### src/hw/rtl/nlms_pkg.sv
// Shared types, codes, widths and helpers of the NLMS linear predictor.
package nlms_pkg;

  typedef logic [1:0] cmd_t;

  localparam cmd_t CMD_FEATURE = 2'd0;
  localparam cmd_t CMD_TARGET  = 2'd1;
  localparam cmd_t CMD_REINIT  = 2'd2;

  typedef logic [1:0] reg_idx_t;

  localparam reg_idx_t REG_FEATURES_USED = 2'd0;
  localparam reg_idx_t REG_OUTPUTS_USED  = 2'd1;
  localparam reg_idx_t REG_OFFSET_INPUT  = 2'd2;
  localparam reg_idx_t REG_LEARN_RATE    = 2'd3;

  // Dividend of the correction: eta * |error| * 4096.
  localparam int NUM_W  = 60;
  localparam int NORM_W = 40;
  // Correction, clamped to +-2^40, plus sign.
  localparam int CORR_W = 42;
  localparam int PROD_W = CORR_W + 16;
  localparam int CNT_W  = $clog2(NUM_W);

  typedef struct packed {
    logic busy;
    logic done;
  } div_stat_t;

  function automatic logic signed [31:0] sat32(input logic signed [63:0] v);
    logic signed [31:0] r;
    if (v > 64'sd2147483647) begin
      r = 32'sh7fffffff;
    end else if (v < -64'sd2147483648) begin
      r = 32'sh80000000;
    end else begin
      r = v[31:0];
    end
    return r;
  endfunction

endpackage

### src/hw/rtl/nlms_div.sv
// Restoring serial divider: one quotient bit per cycle.
module nlms_div (
  input  logic                           clk,
  input  logic                           rst_n,
  input  logic                           start,
  input  logic [nlms_pkg::NUM_W-1:0]     dividend,
  input  logic [nlms_pkg::NORM_W-1:0]    divisor,
  output logic [nlms_pkg::NUM_W-1:0]     quotient,
  output nlms_pkg::div_stat_t            stat
);

  logic                          busy_r, busy_nxt;
  logic                          done_r, done_nxt;
  logic [nlms_pkg::CNT_W-1:0]    cnt_r, cnt_nxt;
  logic [nlms_pkg::NORM_W:0]     rem_r, rem_nxt;
  logic [nlms_pkg::NUM_W-1:0]    quo_r, quo_nxt;
  logic [nlms_pkg::NORM_W-1:0]   dvs_r, dvs_nxt;
  logic [nlms_pkg::NORM_W:0]     trial;

  always_comb begin
    busy_nxt = busy_r;
    done_nxt = 1'b0;
    cnt_nxt  = cnt_r;
    rem_nxt  = rem_r;
    quo_nxt  = quo_r;
    dvs_nxt  = dvs_r;
    trial    = {rem_r[nlms_pkg::NORM_W-1:0], quo_r[nlms_pkg::NUM_W-1]};
    if (start) begin
      busy_nxt = 1'b1;
      cnt_nxt  = nlms_pkg::CNT_W'(nlms_pkg::NUM_W - 1);
      rem_nxt  = '0;
      quo_nxt  = dividend;
      dvs_nxt  = divisor;
    end else if (busy_r) begin
      if (trial >= {1'b0, dvs_r}) begin
        rem_nxt = trial - {1'b0, dvs_r};
        quo_nxt = {quo_r[nlms_pkg::NUM_W-2:0], 1'b1};
      end else begin
        rem_nxt = trial;
        quo_nxt = {quo_r[nlms_pkg::NUM_W-2:0], 1'b0};
      end
      if (cnt_r == '0) begin
        busy_nxt = 1'b0;
        done_nxt = 1'b1;
      end else begin
        cnt_nxt = cnt_r - 1'b1;
      end
    end
  end

  always_ff @(posedge clk) begin
    if (!rst_n) begin
      busy_r <= 1'b0;
      done_r <= 1'b0;
    end else begin
      busy_r <= busy_nxt;
      done_r <= done_nxt;
    end
    cnt_r <= cnt_nxt;
    rem_r <= rem_nxt;
    quo_r <= quo_nxt;
    dvs_r <= dvs_nxt;
  end

  assign quotient  = quo_r;
  assign stat.busy = busy_r;
  assign stat.done = done_r;

endmodule

### config.mk
export PLATFORM = sky130hd
export DESIGN_NAME = nlms_div
export DESIGN_NICKNAME = d
export VERILOG_FILES = /design/src/hw/rtl/nlms_pkg.sv /design/src/hw/rtl/nlms_div.sv
export SDC_FILE = /design/constraint.sdc
export NUM_CORES = 1
export LEC_CHECK = 0
export BUFFER_PORTS_ARGS = -buffer_cell sky130_fd_sc_hd__buf_2
export CAP_MARGIN = 20
export CORE_MARGIN = 10
export CORE_UTILIZATION = 50
export DETAILED_ROUTE_END_ITERATION = 8
export GPL_TIMING_DRIVEN = 0
export PLACE_DENSITY = 0.76
export SLEW_MARGIN = 40
export SYNTH_ARGS = -nofsm -noshare
export SYNTH_HDL_FRONTEND = slang
export SYNTH_SLANG_ARGS = --single-unit
### constraint.sdc
create_clock -name clk -period 2.8 [get_ports clk]
set_input_delay 0.84 -clock clk [delete_from_list [all_inputs] [get_ports clk]]
set_output_delay 0.84 -clock clk [all_outputs]
set_load 0.01 [all_outputs]
* Yosys cells after proc, flatten, opt, wreduce, memory -nomap -nowiden
Index checks and enable logic that the tools add are counted.
** Word-level totals
- Register bits after elaboration :: 148
- Bits of input ports :: 103
- Output and inout port bits :: 62
- Logic and storage cells :: 24
** Operators by class
- Add/subtract/negate cells :: 2
- Order comparisons :: 1
- Muxes and demuxes :: 8
- Bitwise gates (word level) :: 3
- Reductions and logical operators :: 4
** Operators with widths (number)
- $mux W60 :: 2
- $ge A41 B40 Y1 :: 1
- $mux W40 :: 1
- $sub A40 B40 Y40 :: 1
- $logic_not A6 Y1 :: 1
- $sub A6 B1 Y6 const B :: 1
- $mux W1 :: 5
- $not A1 Y1 :: 3
- $reduce_or A3 Y1 :: 1
- $reduce_and A2 Y1 :: 1
- $reduce_bool A2 Y1 :: 1

* Depth between registers and ports, before layout
- Word-level depth :: 4
- Mapped depth :: 13
- Depth with buffers taken out :: 12

* Least setup slack after synthesis
No wires, ideal clock.
- Kind :: input to register
- Start point :: input port start
- End point :: register quo_r, in the netlist quotient[0], enable pin
- Arrival :: 2.501 ns
- Setup slack :: -0.115 ns
- Stages :: 4
- Path buffers :: 2
- Cell sequence :: clkbuf_1 > nor2_1 > clkbuf_1 > inv_1
** On the way
- Longest elaborated chain between the ends :: 1
** Ends and longest elaborated chain
- start: declaration :: line nlms_div.sv:5 : input logic start,
- $reduce_bool A2 Y1 (no line)
- end signal: assignment :: line nlms_div.sv:61 : quo_r <= quo_nxt;
- end: declaration :: line nlms_div.sv:16 : logic [nlms_pkg::NUM_W-1:0] quo_r, quo_nxt;
Every way passes these cells.
A chain may end at the register's enable or synchronous reset.

* Final worst setup path
- Start point :: register quo_r, in the netlist quotient[59]
- End point :: register rem_r[26] (netlist name)
** On the way
- Longest elaborated chain between the ends :: 2
- Elaborated cells between the ends (all ways) :: 3
- Classes of those cells :: add/sub: 1; order compare: 1; mux: 1
** Ends and longest elaborated chain
- $sub A40 B40 Y40 or $ge A41 B40 Y1 (tied branches) :: line nlms_div.sv:36, nlms_div.sv:35
- $mux W40 (*) :: line nlms_div.sv:35 : if (trial >= {1'b0, dvs_r}) begin
- end signal: assignment :: line nlms_div.sv:60 : rem_r <= rem_nxt;
- end: declaration :: line nlms_div.sv:15 : logic [nlms_pkg::NORM_W:0] rem_r, rem_nxt;
Mark *: on every way between the ends. The rest lies on a longest branch, timed or not.

==> flow_summary.ini <==
[outcome]
status = finished with violations
violations = setup timing

[clocking]
cts_tree = done
cts.sinks = 148
numCtsBuffers = 17
clk_latency_ns = 0.44
root_buffer = clkbuf_16
cts.path.max_buffers = 2
htreeDepth = 4
clkSlewWorstSetupHoldPaths_ns = 0.07

[sta]
fin_crit_sh_pct = 103.0
holdWs_ns = 0.4861
fin_skew_ns = 0.02267
fmax_mhz = 346.8
rsz0062_at_grt = true
finalSetupViolCount = 9
slew_headroom_pct = 55.46
fin_crit_ns = 2.884
layout_setup_ws_ns = -0.08386
finalHoldViolations = 0
fin_setup_tns_ns = -0.3332
finalMaxSlewViolations = 0
worst_pin_slew_ns = 0.6680

[synth]
synthArstFlopShare_pct = 0
synth_ff_type = edfxtp_1
synth-edff-count = 100
ys_seq_elements = 148
postSynthAreaPerCell_um2 = 10.75
syn_inst = 770
syn_area_mm2 = 0.008280
seq_area_frac_synth_pct = 47.87
syn_nets = 916
netlist_top_cells_area = edfxtp_1 36%, dfxtp_1 12%, mux2_2 8.2%
yosysUniqueCellTypes = 66
yosysWarnings = 0
yosysTopAreaCell = edfxtp_1
synth_top_area_share_pct = 36.26

[final_layout]
area_growth_pct = 29.15
nNetsFinal = 1132
postLayoutCellArea_mm2 = 0.01069
fin_util_pct = 66.60
fill_cells = 1212
stdcell_count = 1216
multiInputGateArea_mm2 = 0.004159
drive_above_1_share_pct = 36.94
regArea_mm2 = 0.003965

[place]
pre_cts_ws_ns = -0.6761
dp_hpwl_um = 16250
dpl_cell_area_mm2 = 0.009434
place_congestion = 0.9046
io_buffers = 164
dp_cells = 1152

[route]
vias = 6812
vias_per_cell = 5.602
drt_iter0_drc = 477
final_antenna_net_count = 0
first_pass_iters = 5
drc = 0
wl_per_cell_um = 19.04
wl_um = 23150

[power_and_ir_drop]
power_density_mw_per_mm2 = 584.7
vdd_drop_max_v = 0.0004758
total_power_mw = 6.252
p_leak_nw = 4.477

[floorplanning]
io_pins = 165
rows = 46
start_util_pct = 51.57
die_y_um = 148.7
design.core.area_mm2 = 0.01606
dieArea_mm2 = 0.02211
die_width_um = 148.7

[setup_path]
crit_type = flop to flop
worst-path-buf-inv = 2
critical_path.startpoint_type = flop
slowest_delay_ns = 0.42
required_ns = 3.13
cpLargestDelayFamily = compound AO/OA/AOI/OAI gates
cp-end-kind = flop
r2r_setup_slack_ns = -0.08
crit_slowest_cell = edfxtp_1
crit_chain = inv_2 -> ha_4 -> fa_2 -> nor2b_2 -> o31a_1 -> o311ai_4 -> a211oi_2 -> o21ai_2 -> buf_4 -> xnor2_2 -> nor3_1 -> a2111oi_1
crit_arrival_ns = 3.22
cp_max_fo = 4

[global_route]
grtUsageTotal_pct = 20.14
grt_max_degree = 42
antenna_found_initial = 2
overflow = 0
grt_pass1_vias = 6833
grt_pass1_wl_um = 35560

[hold_path]
hold_path.class = flop to flop

[flow_run]
drv_cap = 0
metal layers:
layer | up-vias | part of all wire (%) | GRT usage (%)
met1 | 3237 | 40 | 23.51
li1 | 3255 | - | -
met4 | 2 | 1.7 | 5.550
met5 | - | 0.056 | 0
met3 | 36 | 9.8 | 9.041
met2 | 282 | 48 | 32.77
cell usage after synthesis, drive strengths merged, types with 2 or more instances:
| cell | number |
|---|---|
| a2111oi | 2 |
| a211o | 4 |
| a211oi | 23 |
| a21boi | 3 |
| a21o | 14 |
| a21oi | 44 |
| a311oi | 3 |
| a31oi | 9 |
| and2 | 2 |
| and3 | 5 |
| and4 | 3 |
| buf | 17 |
| clkbuf | 27 |
| dfxtp | 48 |
| edfxtp | 100 |
| ha | 42 |
| inv | 55 |
| mux2 | 60 |
| mux2i | 32 |
| nand2 | 47 |
| nand2b | 12 |
| nand3 | 13 |
| nand4 | 15 |
| nor2 | 54 |
| nor2b | 3 |
| nor3 | 3 |
| o211ai | 4 |
| o21a | 6 |
| o21ai | 44 |
| o21bai | 5 |
| o221ai | 2 |
| o311a | 4 |
| o311ai | 2 |
| o31ai | 2 |
| or2 | 2 |
| or3 | 3 |
| or4 | 3 |
| xnor2 | 19 |
| xor2 | 20 |
layout make-up:
class	instances	area share, %
Inverter	55	1.966
Clock inverter	15	1.463
Clock buffer	17	3.978
Sequential cell	148	37.08
Multi-Input combinational cell	523	38.89
Timing Repair Buffer	200	11.45
Antenna cell	1	0.02340
Tap cell	216	2.527
Buffer	41	2.621
registers in the layout, summed over array words and instances, names as in the netlist:
register / count
quotient: 60
dvs_r: 40
rem_r: 40
cnt_r: 6
busy_r: 1
done_r: 1
final timing paths:
check,from,endpoint,cells after the start
hold / removal,rem_r[28]$_SDFFE_PP0P_,rem_r[28]$_SDFFE_PP0P_,2
hold reg to reg,rem_r[28]$_SDFFE_PP0P_,rem_r[28]$_SDFFE_PP0P_,2
setup / recovery,quotient[59]$_DFFE_PP_,rem_r[26]$_SDFFE_PP0P_,12
setup reg to reg,quotient[59]$_DFFE_PP_,rem_r[26]$_SDFFE_PP0P_,12
worst min-delay path, delay by kind of cell, from the launching register on:
| kind | cells | cell delay, ns |
|---|---|---|
| AOI/OAI and AO/OA | 1 | 0.05 |
| DFF | 1 | 0.33 |
| and+or+nand+nor | 1 | 0.06 |
cells in the final DEF (no fill, tap or decap), types with 19 or more instances in the layout:
cell type / netlist / routed
buf_2: 11 / 164
edfxtp_1: 100 / 100
mux2_2: 60 / 60
inv_1: 55 / 52
nor2_1: 54 / 51
nand2_1: 47 / 47
dfxtp_1: 48 / 47
a21oi_1: 42 / 41
ha_1: 42 / 33
buf_4: 3 / 32
mux2i_1: 32 / 29
o21ai_0: 40 / 26
xor2_1: 20 / 20
clkbuf_16: 0 / 19
kinds of logic (layout without fill, tap and decap cells):
kind of cell    Yosys count  count (layout)  share of synthesized area, %
compound gates          180             180                         14.66
simple gates            169             169                         9.746
flops                   148             148                         47.87
buf+inv                  99             328                         4.986
mux                      92              92                         12.03
fa+ha+maj                43              43                         6.588
xor+xnor                 39              39                         4.125
other cells               0               1                             0
where the power goes:
part / internal (mW) / leakage, nW / switching [mW]
Combinational: 0.617 / 2.81 / 0.738
Sequential: 2.55 / 1.39 / 0.105
Clock: 1.19 / 0.280 / 1.06
Total: 4.35 / 4.48 / 1.90
timing repair:
item	4_1_cts	5_1_grt
gates cloned	1	2
endpoints found under the setup margin	109	53
pin swaps	8	36
hold buffers	0	0
hold endpoints to repair	0	0
setup buffers	10	22
resized for setup	31	66
No activity file was read; power rests on OpenSTA's default activity.
